### config.mk
export PLATFORM = sky130hd
export DESIGN_NAME = wtsp_queue
export DESIGN_NICKNAME = d
export VERILOG_FILES = /design/src/rtl/wtsp_pkg.sv /design/src/rtl/wtsp_queue.sv
export SDC_FILE = /design/constraint.sdc
export NUM_CORES = 1
export LEC_CHECK = 0
export BUFFER_PORTS_ARGS = -buffer_cell sky130_fd_sc_hd__buf_2
export CAP_MARGIN = 20
export CORE_ASPECT_RATIO = 0.5
export CORE_MARGIN = 2
export CORE_UTILIZATION = 30
export DETAILED_ROUTE_END_ITERATION = 16
export PLACE_DENSITY_LB_ADDON = 0.2
export SYNTH_ARGS = -nofsm -noshare
export SYNTH_HDL_FRONTEND = slang
export SYNTH_SLANG_ARGS = --single-unit
### constraint.sdc
create_clock -name clock -period 9.3 [get_ports clock]
set_clock_uncertainty 0.1 [all_clocks]
set_input_delay 1.86 -clock clock [delete_from_list [all_inputs] [get_ports clock]]
set_output_delay 1.86 -clock clock [all_outputs]
set_load 0.05 [all_outputs]
### src/rtl/wtsp_pkg.sv
// wtsp_pkg: shared types and constants for the world to screen projection block
// no dependencies
`default_nettype none
package wtsp_pkg;
   localparam int FRAC_BITS_DEFAULT = 16;
   localparam int QUEUE_DEPTH = 2;
   localparam logic OP_LOAD = 1'b0;
   localparam logic OP_PROJECT = 1'b1;
   localparam logic [0:0] CSR_WIDTH = 1'b0;
   localparam logic [0:0] CSR_HEIGHT = 1'b1;

   typedef struct packed {
      logic op;
      logic [3:0] coef_index;
      logic signed [31:0] coef_value;
      logic signed [31:0] point_x;
      logic signed [31:0] point_y;
      logic signed [31:0] point_z;
   } item_type;

   typedef enum logic [2:0] {
      ST_IDLE, ST_MAC, ST_DIV, ST_SCALE, ST_OUT
   } state_type;
endpackage
`default_nettype wire

### src/rtl/wtsp_queue.sv
// wtsp_queue: small word queue between front and back end
// depends on wtsp_pkg
`default_nettype none
module wtsp_queue (
   input  wire logic clock,
   input  wire logic reset,
   input  wire logic push,
   input  wtsp_pkg::item_type push_item,
   output logic full,
   input  wire logic pop,
   output wtsp_pkg::item_type pop_item,
   output logic empty
);
   import wtsp_pkg::*;
   item_type mem_ff [QUEUE_DEPTH];
   logic [$clog2(QUEUE_DEPTH)-1:0] wr_ff, wr_in, rd_ff, rd_in;
   logic [$clog2(QUEUE_DEPTH):0] cnt_ff, cnt_in;

   assign full = cnt_ff == ($clog2(QUEUE_DEPTH)+1)'(QUEUE_DEPTH);
   assign empty = cnt_ff == '0;
   assign pop_item = mem_ff[rd_ff];

   always_comb begin
      wr_in = wr_ff;
      rd_in = rd_ff;
      cnt_in = cnt_ff;
      if (push && !full) begin
         wr_in = wr_ff + 1'b1;
      end
      if (pop && !empty) begin
         rd_in = rd_ff + 1'b1;
      end
      if ((push && !full) && !(pop && !empty)) begin
         cnt_in = cnt_ff + 1'b1;
      end else if (!(push && !full) && (pop && !empty)) begin
         cnt_in = cnt_ff - 1'b1;
      end
   end

   always_ff @(posedge clock) begin
      if (push && !full) begin
         mem_ff[wr_ff] <= push_item;
      end
      if (reset) begin
         wr_ff <= '0;
         rd_ff <= '0;
         cnt_ff <= '0;
      end else begin
         wr_ff <= wr_in;
         rd_ff <= rd_in;
         cnt_ff <= cnt_in;
      end
   end
endmodule
`default_nettype wire

-- Word level (Yosys, flattened, before mapping)
Memories as Yosys holds them, arrays and structs flattened. A register that Yosys moved wholly into a read port is not among the register bits.
Index checks and enable logic that the tools add are counted.
- bits in registers: 4
- memory bits (writable): 266
- input port bits: 137
- output and inout port bits: 135
- word-level logic and storage cells: 25
- memories: 1
- memories (name ; words ; bits a word ; read ports ; clocked after Yosys merged registers in ; write ports ; RTL line ; text):
    mem_ff ; 2 ; 133 ; 1 ; 1 ; 1 ; wtsp_queue.sv:15 ; item_type mem_ff [QUEUE_DEPTH];
- $add $sub $neg: 4
- eq/ne operators: 1
- mux-type cells: 6
- reduce and logical (&&, ||, !) cells: 10
- operators with widths (cell ; number):
    logical AND 1 bit ; 4
    zero test 1 bit ; 4
    two-way mux 1 bit ; 4
    two-way mux 2 bit ; 2
    adder 1 bit, second input constant ; 2
    adder 2 x 1 -> 2 bit, second input constant ; 1
    == test 2 bit, second input constant ; 1
    zero test 2 bit ; 1
    nonzero test 2 bit ; 1
    subtractor 2 x 1 -> 2 bit, second input constant ; 1

-- Longest topological paths before layout
- depth after elaboration: 7
- gate-level depth with buffers: 6
- gate-level depth less buffers: 6

-- Worst setup path before layout
No wires, ideal clock.
- path kind: input to register
- start point: input push
- end point: memory mem_ff[1][0] in the netlist's numbering, enable pin
- library setup time: 0.509 ns
- arrival: 5.104 ns
- data required time: 8.691 ns
- setup slack: 3.587 ns
- cell stages on the path: 3
- path buffers: 0
- cells stage by stage: inv_1 -> nor2_1 -> and2_1
- word-level cells in the longest chain between the ends: 3
- ends and longest elaborated chain (what ; RTL line ; text):
    start, declared ; wtsp_queue.sv:7 ; input wire logic push,
    logical AND 1 bit ; wtsp_queue.sv:41 ; if (push && !full) begin
    two-way mux 1 bit ; wtsp_queue.sv:41 ;
    two-way mux 1 bit (implied by the code) ; wtsp_queue.sv:42 ; mem_ff[wr_ff] <= push_item;
    end, declared ; wtsp_queue.sv:15 ;
No other way between the ends.

==> impl_metrics.tcl <==
set metrics [dict create \
    grt_pass1_wl_mm 31.6 \
    initial_core_util_pct 30.5 \
    required_ps 7340 \
    syn_avg_cell_area_um2 23.0 \
    synth_adder_area_share_pct 0.124 \
    cap_viol_max_count 0 \
    hold_buffers 0 \
    cts_resized 0 \
    rows 47 \
    post_cts_buffers 0 \
    syn_inst 439 \
    grt_antenna_before_repair 3 \
    dr_total_vias 5006 \
    synth-xor-area-share_pct 0.260 \
    setup_tns_ps 0 \
    drive_above_1_share_pct 60.2 \
    worst_slew_pin_slew_ps 960 \
    drc 0 \
    p_seq_share_pct 39.3 \
    cp-start-kind "register" \
    synth_area_um2 10100 \
    crit_type "reg2out" \
    core-area_um2 33100 \
    grt_pass1_vias 5288 \
    dp_slack_ps 4790 \
    power_mw 4.08 \
    power_frac_comb_pct 35.7 \
    dp_hpwl_mm 14.2 \
    dieHeight_um 134 \
    slew_headroom_pct 36.0 \
    synth_top_family_by_area "multiplexers" \
    fmax_ghz 0.206 \
    whs_ps 398 \
    port_buffers 271 \
    grtUsageTotal_pct 11.9 \
    dieArea_um2 35200 \
    utilization_pct 38.6 \
    synthSimpleGateAreaFrac_pct 0.458 \
    gr-total-overflow 0 \
    worstPathMaxFanout 53 \
    clockBufferDepth 3 \
    path_cells "buf_4 -> mux2_2 -> buf_2" \
    fin_nets 866 \
    powerDensity_nw_per_um2 320 \
    internal-power_mw 2.54 \
    cts_buffers 26 \
    cpMaxStageDelayCell "buf_4" \
    synthMuxAreaShare_pct 17.4 \
    cp-end-kind "primary output" \
    cp_top_family "buffers and inverters" \
    p_leak_nw 4.82 \
    viasPerCell 4.20 \
    swShare_pct 37.7 \
    period_needed_ps 4860 \
    yosysUniqueCellTypes 15 \
    io_pins 272 \
    fin_cells 1192 \
    finalCritPeriodShare_pct 52.3 \
    synth_fp_nets 577 \
    die_width_um 263 \
    firstDrtPassIters 4 \
    gp_congestion 0.723 \
    clk_pin_slew_ps 60 \
    ys_warn_count 0 \
    n_fill_cell 3102 \
    cts_tree "done" \
    ys_seq_area_share_pct 80.1 \
    fin_ws_ps 4440 \
    p_sw_mw 1.54 \
    ctsHtreeMaxLevel 1 \
    yosys.area.top_type "edfxtp_1" \
    rsz0062_at_grt "false" \
    ys_seq_elements 271 \
    finalHoldViolCount 0 \
    dpl_cell_area_um2 11900 \
    syn2layout_area_growth_pct 26.4 \
    drtIter0Drc 261 \
    final_antenna_net_count 0 \
    place_inst 1140 \
    synth_top_cell_area_share_pct 79.1 \
    setup_viol 0 \
    ir_worst_vdd_uv 100 \
    slew_violations 0 \
    fin_area_um2 12800 \
    status "completed" \
    cts_sinks 271 \
    totalWireLength_mm 21.7 \
    critPathBufInv 2 \
    clock_latency_ps 530 \
    critPathMaxStageDelay_ps 850 \
    yosys-top-cells-area "edfxtp_1 79%, mux2_4 10%, mux2_2 7.0%" \
    wl_per_cell_um 18.2 \
    cts_root_buffer "clkbuf_16" \
    hold_class "reg2reg" \
    clkPwrFrac_pct 25.1 \
    synth-compound-area-share_pct 0.248 \
    grt_max_degree 73 \
    crit_arrival_ps 2900 \
]
synthesized netlist by cell type:
library cell	n
and2_1	1
mux2_4	70
dfxtp_1	5
inv_1	2
mux2_2	63
a21oi_1	2
buf_6	9
buf_2	6
ha_1	1
or3_1	2
xor2_1	3
edfxtp_1	266
nor2b_2	1
nor2_1	5
o21ai_0	3
placed cells by master, fill, tap and decap left out:
master and n:
and2_4 1, o21ai_0 3, dfxtp_1 4, buf_2 271
buf_4 4, nor2b_2 1, ha_1 1, mux2_2 63
inv_1 1, mux2_4 70, clkbuf_1 3, a21oi_1 2
diode_2 3, clkinv_1 8, edfxtp_1 266, clkbuf_16 27
clkinv_2 8, xor2_1 3, buf_16 1, or3_1 2
nor2_1 5, inv_6 1, bufinv_16 2, dfxtp_4 1
power groups by stage:
stage | sequential (mW) | combinational [mW] | clock (mW)
floorplan | 1.61 | 1.20 | 0
global placement | 1.63 | 1.47 | 0
detailed placement | 1.63 | 1.48 | 0
CTS | 1.61 | 1.48 | 1.06
global route | 1.62 | 1.52 | 1.12
finish | 1.60 | 1.46 | 1.02
area by class of cell:
class | instances | area, um2 | area share [%]
inverters | 2 | 12.5 | 0.0980
well taps | 441 | 552 | 4.32
diodes | 3 | 7.51 | 0.0588
multi-input cells | 151 | 1870 | 14.7
clock buffers | 30 | 687 | 5.38
clock inverters | 18 | 130 | 1.02
repair buffers | 276 | 1410 | 11.1
flip-flops and latches | 271 | 8090 | 63.4
flip-flops by register name (all words and copies together), names as in the netlist, named ones only:
signal  cells
wr_ff       1
mem_ff    266
rd_ff       1
cnt_ff      2
logic make-up after synthesis:
group,after synthesis
flops,271
mux,133
buf+inv,17
simple gates,9
compound gates,5
xor+xnor,3
fa+ha+maj,1
final timing paths:
path / startpoint / endpoint / slack, ps / depth (start not counted)
max: register / pop_item[110] / 4440 / 3
min: wr_ff / wr_ff / 400 / 2
max reg2reg: cnt_ff[1] / mem_ff[0][84] / 6500 / 4
min reg2reg: wr_ff / wr_ff / 400 / 2
routing by layer:
metal  up-vias  global-route usage (%)  share of wire [%]
met5         -                       0                  0
li1       2326                       -                  -
met1      2565                    11.8                 34
met4         0                    4.95                3.3
met2        77                    23.8                 59
met3        38                    2.75                3.2
worst register-to-register path: cells and delay by family, from the launching register on:
kind / cells / cell delay [ps]
simple gates: 2 / 570
flops: 1 / 330
buf+inv: 2 / 1360
No activity file was read; power rests on OpenSTA's default activity.
