## src/rtl/wtsp_pkg.sv

```systemverilog
// wtsp_pkg: shared types and constants for the world to screen projection block
// no dependencies
`default_nettype none
package wtsp_pkg;
   localparam int FRAC_BITS_DEFAULT = 16;
   localparam int QUEUE_DEPTH = 2;
   localparam logic OP_LOAD = 1'b0;
   localparam logic OP_PROJECT = 1'b1;
   localparam logic [0:0] CSR_WIDTH = 1'b0;
   localparam logic [0:0] CSR_HEIGHT = 1'b1;

   typedef struct packed {
      logic op;
      logic [3:0] coef_index;
      logic signed [31:0] coef_value;
      logic signed [31:0] point_x;
      logic signed [31:0] point_y;
      logic signed [31:0] point_z;
   } item_type;

   typedef enum logic [2:0] {
      ST_IDLE, ST_MAC, ST_DIV, ST_SCALE, ST_OUT
   } state_type;
endpackage
`default_nettype wire

```

## src/rtl/wtsp_front.sv

```systemverilog
// wtsp_front: accepts words, writes matrix coefficients, queues projections
// depends on wtsp_pkg
`default_nettype none
module wtsp_front (
   input  wire logic clock,
   input  wire logic req_tvalid,
   output logic req_tready,
   input  wtsp_pkg::item_type req_item,
   output logic push,
   input  wire logic full,
   input  wire logic empty,
   input  wire logic busy,
   input  wire logic [3:0] rd_addr,
   output logic signed [31:0] rd_data
);
   import wtsp_pkg::*;
   logic signed [31:0] mat_ff [16];
   // a load waits until no projection is queued or running
   assign req_tready = !full && (req_item.op == OP_PROJECT || (empty && !busy));
   assign push = req_tvalid && req_tready && req_item.op == OP_PROJECT;
   always_ff @(posedge clock) begin
      if (req_tvalid && req_tready && req_item.op == OP_LOAD) begin
         mat_ff[req_item.coef_index] <= req_item.coef_value;
      end
      rd_data <= mat_ff[rd_addr];
   end
endmodule
`default_nettype wire

```

## config.mk

```make
export PLATFORM = sky130hd
export DESIGN_NAME = wtsp_front
export DESIGN_NICKNAME = d
export VERILOG_FILES = /design/src/rtl/wtsp_pkg.sv /design/src/rtl/wtsp_front.sv
export SDC_FILE = /design/constraint.sdc
export NUM_CORES = 1
export LEC_CHECK = 0
export BUFFER_PORTS_ARGS = -buffer_cell sky130_fd_sc_hd__buf_4
export CELL_PAD_IN_SITES_DETAIL_PLACEMENT = 0
export CELL_PAD_IN_SITES_GLOBAL_PLACEMENT = 1
export CORE_MARGIN = 5
export CORE_UTILIZATION = 45
export DETAILED_ROUTE_END_ITERATION = 6
export GPL_ROUTABILITY_DRIVEN = 0
export PLACE_DENSITY_LB_ADDON = 0.1
export SYNTH_ARGS = -nofsm -noshare
export SYNTH_HDL_FRONTEND = slang
export SYNTH_SLANG_ARGS = --single-unit
```

## constraint.sdc

```tcl
create_clock -name clock -period 3.7 [get_ports clock]
set_clock_uncertainty 0.15 [all_clocks]
set_input_delay 0.185 -clock clock [delete_from_list [all_inputs] [get_ports clock]]
set_output_delay 0.185 -clock clock [all_outputs]
set_load 0.02 [all_outputs]
```

# After elaboration in Yosys (flattened, before gate mapping)
# Memories as Yosys holds them, arrays and structs flattened. A register that Yosys moved wholly into a read port is not among the register bits.
# Cells that the tools add are included.
# Widths: inputs -> output; s select.
# op_classes
mux,2
bitwise_logic,1
reduce_logical,8
# ops
op,count
$logic_and 1x1->1,5
$logic_not 1->1,2
$mux 1,2
$logic_or 1x1->1,1
$not 1->1,1
# word_totals
register_bits,0
ramBits,512
in_bits,142
out_inout_bits,34
word_cells,12
n_memories,1
# mem_list
memory,depth,word_bits,read_ports,rd_ports_with_merged_regs,wr,line,source
mat_ff,16,32,1,1,1,wtsp_front.sv:17,logic signed [31:0] mat_ff [16];

# Logic depth before layout (Yosys ltp)
# Gate-level depths: netlist of the first run.
# logic_depth
depth_word,8
depth_mapped,5
depth_no_buf,3

# Least setup slack after synthesis of the first run
# No wires, ideal clock.
# synth_path
path_kind,in2reg
startpoint,in full
endpoint,"mem mat_ff[0][0], enable pin"
setup_ps,461
t_arrival_ps,3218
required_ps,3089
setup_slack_ps,-129
stages,3
cell_sequence,and4bb_2 -> or4b_1 -> nor3_1
# synth_via
elab_chain_cells,6
# synth_rtl
element,line,source
from (decl),wtsp_front.sv:10,"input wire logic full,"
$logic_not 1->1,wtsp_front.sv:19,assign req_tready = !full && (req_item.op == OP_PROJECT || (empty && !busy));
$logic_and 1x1->1,wtsp_front.sv:19,
$logic_and 1x1->1 (2 in series),wtsp_front.sv:22,if (req_tvalid && req_tready && req_item.op == OP_LOAD) begin
$mux 1,wtsp_front.sv:22,
$mux 1 (implied by the code),wtsp_front.sv:23,mat_ff[req_item.coef_index] <= req_item.coef_value;
to (decl),wtsp_front.sv:17,
# No other way between the ends.

# Final worst setup path of the first run
# layout_path
startpoint,in full
endpoint,"mem mat_ff[0][4], enable pin"
# Same word-level chain as after synthesis.

==> flow_summary.json, run 1 <==
{
  "syn_nets": 985,
  "coreArea_sq_mm": 0.0439,
  "drt_iter0_drc": 802,
  "die_w_um": 220,
  "postSynthAreaPerCell_sq_um": 23.6,
  "ys_warn_count": 0,
  "syn_to_final_growth_pct": 18.6,
  "irDropWorstVdd_mv": 0.356,
  "avgViaCountPerCell": 5.55,
  "drive_above_1_share_pct": 32.3,
  "rsz0062_at_grt": "false",
  "grt.total_usage_pct": 18.0,
  "clock_sinks": 544,
  "grt_pass1_vias": 9848,
  "cp_cell_sequence": "buf_4 -> and4bb_2 -> or4b_1 -> nor3_4 -> buf_4",
  "initial_core_util_pct": 45.3,
  "grt_remaining_overflow": 0,
  "fin_crit_ns": 2.00,
  "io_pins": 176,
  "io_buffers": 79,
  "worstSetupPathType": "primary input to register",
  "p_total_mw": 12.8,
  "cp_data_required_time_ns": 3.75,
  "fp.dieH_um": 220,
  "rows": 77,
  "max_stage_delay_ns": 0.65,
  "setup_viol": 0,
  "finalWorstSetupSlack_ns": 1.70,
  "crit_top_cell": "buf_4",
  "preCtsSetupSlack_ns": 1.09,
  "nNetsFinal": 1143,
  "ys_top_cells_by_area": "edfxtp_1, mux4_2, dfxtp_1",
  "final_cell_mix": "edfxtp_1, mux4_2, buf_4",
  "drv_cap": 0,
  "cts_inserted_buffers": 54,
  "synth_cell_type_count": 21,
  "vias": 9091,
  "htree_levels": 2,
  "status": "finished, final reports clean",
  "final_common_cell": "edfxtp_1",
  "hold_class": "primary input to register",
  "synth_top_area_cell": "edfxtp_1",
  "hold_viol": 0,
  "cellPowerDensity_mw_per_mm2": 542,
  "max_slew_margin_pct": 41.9,
  "tightestPinTransition_ns": 0.870,
  "drtPass1Iterations": 5,
  "cellLeakagePower_nw": 7.61,
  "setup_tns_ns": 0,
  "antenna_found_initial": 1,
  "grt_pass1_wl_um": 63400,
  "clockBufferDepth": 3,
  "cts_resized": 0,
  "grt_start_max_net_pins": 58,
  "timing.final.crit_share_pct": 53.9,
  "routedWlPerCell_um": 25.9,
  "path_max_fanout": 32,
  "ant_nets": 0,
  "critPathLaunchType": "primary input",
  "synth.top_cell.area_share_pct": 77.3,
  "drc": 0,
  "arrival_ns": 2.05,
  "fmax_mhz": 501,
  "drv_slew": 0,
  "end_kind": "register",
  "hpwl_um": 21700,
  "routed_wl_um": 42400,
  "dieArea_sq_mm": 0.0485,
  "synthCells": 843,
  "cts_tree": "done",
  "critPathSlowestCell": "or4b_1",
  "clock_latency_ns": 0.58,
  "path_clk_slew_ns": 0.06,
  "synth_area_sq_mm": 0.0199,
  "root_buffer": "clkbuf_16",
  "ys_ff_latch": 544,
  "ys_seq_area_share_pct": 80.6
}
[metal layers]
metal	global-route usage [%]	routed length, um	vias to the layer above
li1	-	-	3911
met5	0	0	-
met3	2.90	2200	57
met1	25.0	17600	4872
met2	30.4	21900	251
met4	4.51	750	0
[worst max-delay path: cells and delay by family]
family        cells  cell delay, ns
simple gates      3            1.15
buf+inv           2            0.68
[synth_stat cells (all sizes together)]
cell type,n
inv,1
and3b,1
a21oi,1
and4bb,1
mux4,128
nand2b,2
clkbuf,17
nand2,33
nor3,4
nor2,14
or4b,1
edfxtp,512
dfxtp,32
nand4bb,2
nor2b,2
a22oi,64
buf,26
and2,1
nand4b,1
[flip-flops by register name (all words and copies together) (netlist names)]
register / count
mat_ff: 512
rd_data: 32
[stage by stage]
step           hold slack [ns]  instance area, sq um  utilization, %  cells
4_1_cts                  0.134                 23600            53.7   1637
3_5_place_dp             0.326                 21400            48.8   1503
3_3_place_gp             0.312                 21400            48.8   1503
5_1_grt                  0.199                 23600            53.7   1638
6_report                 0.179                 23600            53.7   1638
2_1_floorplan            0.134                 19900               -    843
[where the power goes]
part,internal [mW],switching (mW),leakage [nW],total [mW]
logic,0.270,0.328,1.86,0.598
clock network,3.24,2.15,0.877,5.39
registers,6.77,0.0162,4.87,6.79
total,10.3,2.49,7.61,12.8
[worst paths after layout]
check	from	cells after the start	slack, ns	end
worst max-delay path	full	5	1.70	mat_ff[0][4]$_DFFE_PP_
worst min-delay path	rd_addr[1]	4	0.18	rd_data[10]$_DFF_P_
worst max register to register	mat_ff[0][14]$_DFFE_PP_	3	2.19	rd_data[14]$_DFF_P_
worst min register to register	mat_ff[15][3]$_DFFE_PP_	3	0.51	rd_data[3]$_DFF_P_
[logic make-up after synthesis]
family | Yosys count | synth area share, %
muxes | 128 | 14.5
and+or+nand+nor | 62 | 1.46
AOI/OAI and AO/OA | 65 | 2.44
buffers and inverters | 44 | 1.04
DFF | 544 | 80.6
[layout make-up]
class                      instances  area (sq um)
antenna                            1          2.50
clock buffer                      86          1650
clock inverter                    14           144
fill                            3437         20400
inverter                           1          3.75
multi-input combinational        255          3800
sequential                       544         16000
tap                              592           741
timing repair buffer             145          1230
[what timing repair did]
action	4_1_cts	5_1_grt
setup endpoints to repair	0	0
endpoints found under the hold margin	516	0
buffers inserted	0	0
hold buffers	34	0
(Power assumes the default switching activity.)
==> inputs of run 2 (changes only) <==
==> constraint.sdc (replaced) <==
create_clock -name clock -period 1.7 [get_ports clock]
set_clock_uncertainty 0.15 [all_clocks]
set_input_delay 0.085 -clock clock [delete_from_list [all_inputs] [get_ports clock]]
set_output_delay 0.085 -clock clock [all_outputs]
set_load 0.02 [all_outputs]
==> run 2 against run 1 <==
  * The flow now finishes with violations (negative hold slack)
  * Largest cell class unchanged
  * Clock power is 120% higher
  * Combinational power rose by 140%
  * Sequential power is 120% higher
  * Highest routed layer unchanged
  * Hold slack worse by 0.20 ns
  * Global-route usage increased by 0.14 points
  * Routed wire length grew 1.4%
  * Critical path type unchanged
  * Via count increased by 1.9%
  * Sequential share of layout area shrank 2.5 points
  * Count of clock-buffer cells in the layout down 15
  * Final cell count up 2.8%
  * Die area did not move
==> flow_summary.json, run 2 (synthesis results as in run 1) <==
{
  "status": "complete, but fails checks",
  "violations": "negative hold slack",
  "largest_reg_flops": 512,
  "routedWlPerCell_um": 25.5,
  "max_stage_delay_ns": 0.58,
  "clock_sinks": 544,
  "grt_pass1_vias": 10100,
  "cp_data_required_time_ns": 1.85,
  "drv_cap": 0,
  "crit_top_cell": "buf_12",
  "ant_nets": 0,
  "path_buf_inv": 4,
  "root_buffer": "clkbuf_16",
  "max_slew_margin_pct": 18.4,
  "tightestPinTransition_ns": 1.22,
  "vias": 9266,
  "final_common_cell": "edfxtp_1",
  "clock_latency_ns": 0.59,
  "hold_ws_ns": -0.0215,
  "rows": 77,
  "multi_input_area_sq_mm": 0.00383,
  "hpwl_um": 25300,
  "timing.final.crit_share_pct": 99.7,
  "arrival_ns": 1.85,
  "die_w_um": 220,
  "io_pins": 176,
  "avgViaCountPerCell": 5.50,
  "fp.dieH_um": 220,
  "fin_crit_ns": 1.69,
  "fmax_mhz": 590,
  "htree_levels": 2,
  "dieArea_sq_mm": 0.0485,
  "rsz0062_at_grt": "false",
  "critPathSlowestCell": "dlygate4sd3_1",
  "initial_core_util_pct": 45.3,
  "grt_pass1_wl_um": 64500,
  "grt_start_max_net_pins": 46,
  "hold_viol": 22,
  "critical_path.top_delay_family": "buffers and inverters",
  "reg_top3": "mat_ff (512), rd_data (32)",
  "final_cell_mix": "edfxtp_1, mux4_2, buf_4",
  "coreArea_sq_mm": 0.0439,
  "cts_inserted_buffers": 55,
  "drtPass1Iterations": 6,
  "setup_viol": 0,
  "hold_class": "primary input to register",
  "drt_iter0_drc": 782,
  "worstSetupPathType": "primary input to register",
  "nNetsFinal": 1187,
  "seq_area_sq_mm": 0.0160,
  "final_util_pct": 55.7,
  "path_clk_slew_ns": 0.06,
  "irDropWorstVdd_mv": 0.908,
  "drive_above_1_share_pct": 35.3,
  "num-fill-cells": 3348,
  "cp_cell_sequence": "dlygate4sd3_1 -> or4b_4 -> buf_12 -> nor2_4 -> buf_12 -> clkbuf_16",
  "top_register": "mat_ff",
  "grt.total_usage_pct": 18.2,
  "grt_remaining_overflow": 0,
  "io_buffers": 79,
  "setup_tns_ns": 0,
  "end_kind": "register",
  "cellLeakagePower_nw": 7.98,
  "drc": 0,
  "syn_to_final_growth_pct": 23.1,
  "cellPowerDensity_mw_per_mm2": 1160,
  "antenna_found_initial": 2,
  "routed_wl_um": 43000,
  "clockBufferDepth": 3,
  "hold_buffers": 37,
  "critPathLaunchType": "primary input",
  "cts_tree": "done",
  "drv_slew": 0,
  "path_max_fanout": 11
}
==> run 2: final cells by class <==
| type | instances | share of cell area, % |
|---|---|---|
| diodes | 1 | 0.0102 |
| clock buffers | 71 | 6.08 |
| clock inverters | 32 | 1.44 |
| inverters | 1 | 0.0153 |
| multi-input cells | 255 | 15.7 |
| flip-flops and latches | 544 | 65.4 |
| well taps | 592 | 3.03 |
| repair buffers | 188 | 8.31 |
==> run 2: final timing paths <==
| check | depth (start not counted) | slack, ns | from | endpoint |
|---|---|---|---|---|
| worst max-delay path | 6 | 0.006 | req_item[132] | mat_ff[2][15]$_DFFE_PP_ |
| worst min-delay path | 4 | -0.02 | rd_addr[2] | rd_data[1]$_DFF_P_ |
| worst max register to register | 4 | 0.06 | mat_ff[3][26]$_DFFE_PP_ | rd_data[26]$_DFF_P_ |
| worst min register to register | 3 | 0.52 | mat_ff[14][1]$_DFFE_PP_ | rd_data[1]$_DFF_P_ |
==> run 2: what timing repair did <==
item / 4_1_cts / 5_1_grt
gates resized for setup: 1 / 3
pin swaps: 0 / 1
cloned: 0 / 2
hold endpoints to repair: 661 / 22
setup buffers: 0 / 1
setup endpoints to repair: 1 / 50
==> run 2: routing by layer <==
| layer | vias up | global-route usage (%) | share of wire, % |
|---|---|---|---|
| li1 | 4010 | - | - |
| met1 | 4912 | 25.7 | 43 |
| met2 | 279 | 29.1 | 49 |
| met3 | 65 | 3.89 | 6.4 |
| met4 | 0 | 4.99 | 2.2 |
| met5 | - | 0 | 0 |
==> run 2: metrics by stage <==
step | hold WS, ns | setup slack (ns) | cell area, sq um | std cells | total power, mW
floorplan | 0.0339 | -0.646 | 20000 | 843 | 15.8
finish | -0.0215 | 0.00579 | 24500 | 1684 | 28.4
CTS | -0.0589 | 0.0230 | 24400 | 1683 | 28.7
detailed placement | 0.246 | -0.330 | 22200 | 1543 | 16.5
global route | -0.0164 | 0.0104 | 24500 | 1684 | 29.4
global placement | 0.221 | -0.316 | 22200 | 1543 | 16.4
==> run 2: report_power, final <==
part           switching [mW]  leakage, nW  internal [mW]  total, mW
Combinational           0.791         2.22          0.660       1.45
Clock                    4.91        0.888           7.24       12.1
Sequential             0.0299         4.87           14.7       14.8
Total                    5.73         7.98           22.6       28.4
==> run 2: worst min-delay path, delay by kind of cell <==
kind / cells / cell delay (ns)
buf+inv: 1 / 0.11
compound gates: 1 / 0.22
simple gates: 2 / 0.25
==> inputs of run 3 (changes only) <==
--- a/config.mk
+++ b/config.mk
@@ -9,7 +9,7 @@
 export CELL_PAD_IN_SITES_DETAIL_PLACEMENT = 0
 export CELL_PAD_IN_SITES_GLOBAL_PLACEMENT = 1
 export CORE_MARGIN = 5
-export CORE_UTILIZATION = 45
+export CORE_UTILIZATION = 40
 export DETAILED_ROUTE_END_ITERATION = 6
 export GPL_ROUTABILITY_DRIVEN = 0
 export PLACE_DENSITY_LB_ADDON = 0.1
==> constraint.sdc (replaced) <==
create_clock -name clock -period 1.7 [get_ports clock]
set_clock_uncertainty 0.15 [all_clocks]
set_input_delay 0.34 -clock clock [delete_from_list [all_inputs] [get_ports clock]]
set_output_delay 0.34 -clock clock [all_outputs]
set_load 0.02 [all_outputs]
==> run 3 against run 2 <==
  * The run ends with negative setup slack left
  * Routed wire length up 2.4%
  * Final cell count is 4.5% higher
  * Via count about the same
  * Total power shrank 1.3%
  * Critical path depth grew 1
  * Global-route usage down 1.6 points
  * Sequential power is essentially flat
  * Cell area grew 0.37%
  * Largest cell class unchanged
==> flow_summary.json, run 3 (synthesis results as in run 1) <==
{
  "arrival_ns": 1.87,
  "num-fill-cells": 3968,
  "intPower_mw": 22.2,
  "path_max_fanout": 12,
  "critical_path.top_delay_family": "simple AND/OR/NAND/NOR gates",
  "status": "complete, but fails checks",
  "routedWlPerCell_um": 25.0,
  "io_pins": 176,
  "clock_sinks": 544,
  "path_clk_slew_ns": 0.06,
  "fmax_mhz": 585,
  "reg_top3": "mat_ff (512), rd_data (32)",
  "io_buffers": 79,
  "timing.final.crit_share_pct": 101,
  "end_kind": "register",
  "cp_cell_sequence": "buf_6 -> and4bb_2 -> or4b_4 -> buf_6 -> nor2_4 -> buf_12 -> clkbuf_16",
  "ant_nets": 0,
  "drt_iter0_drc": 656,
  "top_register": "mat_ff",
  "hold_class": "primary input to register",
  "vias": 9274,
  "antenna_found_initial": 0,
  "final_common_cell": "edfxtp_1",
  "finalWorstSetupSlack_ns": -0.00876,
  "die_w_um": 233,
  "hpwl_um": 26300,
  "place_area_sq_mm": 0.0224,
  "swShare_pct": 20.6,
  "fp.dieH_um": 233,
  "comb_power_share_pct": 5.2,
  "initial_core_util_pct": 40.5,
  "avgViaCountPerCell": 5.27,
  "worstSetupPathType": "primary input to register",
  "drv_slew": 0,
  "irDropWorstVdd_mv": 0.861,
  "coreArea_sq_mm": 0.0491,
  "pwr-share-seq_pct": 52.8,
  "clkPwrFrac_pct": 42.0,
  "grt_pass1_vias": 10200,
  "cellLeakagePower_nw": 8.00,
  "max_stage_delay_ns": 0.52,
  "htree_levels": 2,
  "grt_remaining_overflow": 0,
  "clockBufferDepth": 3,
  "drive_above_1_share_pct": 35.9,
  "crit_top_cell": "buf_6",
  "setup_viol": 10,
  "root_buffer": "clkbuf_16",
  "tightestPinTransition_ns": 1.20,
  "largest_reg_flops": 512,
  "p_total_mw": 28.0,
  "critPathSlowestCell": "or4b_4",
  "drv_cap": 0,
  "dieArea_sq_mm": 0.0543,
  "r2r_slack_ns": 0.15,
  "grt_pass1_wl_um": 66000,
  "drc": 0,
  "final_area_sq_mm": 0.0246,
  "cp_data_required_time_ns": 1.86,
  "nNetsFinal": 1190,
  "final_cell_mix": "edfxtp_1, mux4_2, buf_4",
  "drtPass1Iterations": 5,
  "cellPowerDensity_mw_per_mm2": 1140,
  "hold_viol": 0,
  "grt_start_max_net_pins": 39,
  "rows": 81,
  "p_sw_mw": 5.76,
  "clock_latency_ns": 0.60,
  "grt.total_usage_pct": 16.5,
  "antenna_cells": 0,
  "max_slew_margin_pct": 20.0,
  "fin_crit_ns": 1.71,
  "routed_wl_um": 44000,
  "critPathLaunchType": "primary input",
  "cts_tree": "done",
  "violations": "negative setup slack",
  "path_buf_inv": 4,
  "cts_inserted_buffers": 55,
  "syn_to_final_growth_pct": 23.5
}
## run 3: cell types whose count changed in the layout (fill, tap and decap cells not counted), moves of 2 or more
cell           delta
a22oi_2           -2
dlygate4sd3_1     -3
bufinv_16         -4
buf_6             +3
buf_12            +4
clkinv_2          +5
clkbuf_8          +2
a22oi_1           +2
## run 3: layout make-up
cell class	instances	area (sq um)	area share [%]
Inverter	1	3.75	0.0153
Multi-Input combinational cell	255	3820	15.6
Tap cell	664	831	3.38
Clock buffer	73	1540	6.26
Clock inverter	31	249	1.01
Sequential cell	544	16000	65.2
Timing Repair Buffer	191	2100	8.57
## run 3: worst paths after layout
kind                                                from                 endpoint  cells after the start
worst min register to register  mat_ff[15][12]$_DFFE_PP_      rd_data[12]$_DFF_P_                      3
worst max register to register   mat_ff[3][22]$_DFFE_PP_      rd_data[22]$_DFF_P_                      3
worst max-delay path                                full  mat_ff[4][22]$_DFFE_PP_                      7
worst min-delay path                       req_item[132]  mat_ff[0][20]$_DFFE_PP_                      4
## run 3: repair_timing
item                                   in CTS  in global routing
gates resized for setup                     0                  3
hold buffers                               32                  0
endpoints found under the hold margin     512                  0
setup buffers                               0                  2
setup endpoints to repair                   0                 78
## run 3: power groups by stage
stage	Sequential (mW)	Clock [mW]	Combinational, mW
6_report	14.8	11.8	1.46
5_1_grt	14.8	12.7	1.58
4_1_cts	14.8	12.1	1.49
3_5_place_dp	15.1	0	1.42
3_3_place_gp	15.1	0	1.39
2_1_floorplan	15.2	0	0.619
## run 3: worst min-delay path, stage by stage
cell    delay [ns]
buf_4         0.09
or4b_4        0.15
nor3_4        0.06
buf_4         0.17
## run 3: metrics by stage
stage | worst slack, ns | cells | hold WS (ns) | utilization (%) | TNS (ns)
floorplan | -0.901 | 843 | 0.289 | - | -290.90
global placement | -0.598 | 1619 | 0.485 | 45.6 | -186.25
detailed placement | -0.625 | 1619 | 0.494 | 45.6 | -201.63
CTS | 0.0223 | 1755 | 0.197 | 49.9 | 0
global route | -0.00357 | 1759 | 0.215 | 50.1 | -0.0173
finish | -0.00876 | 1759 | 0.239 | 50.1 | -0.0492
## run 3: routing by layer
| metal | routed length (um) | vias to the layer above | part of all wire (%) | global-route usage (%) |
|---|---|---|---|---|
| li1 | - | 4013 | - | - |
| met1 | 19200 | 4958 | 44 | 22.9 |
| met2 | 21400 | 240 | 49 | 26.8 |
| met3 | 2590 | 63 | 5.9 | 4.14 |
| met4 | 858 | 0 | 1.9 | 3.73 |
| met5 | 0 | - | 0 | 0 |
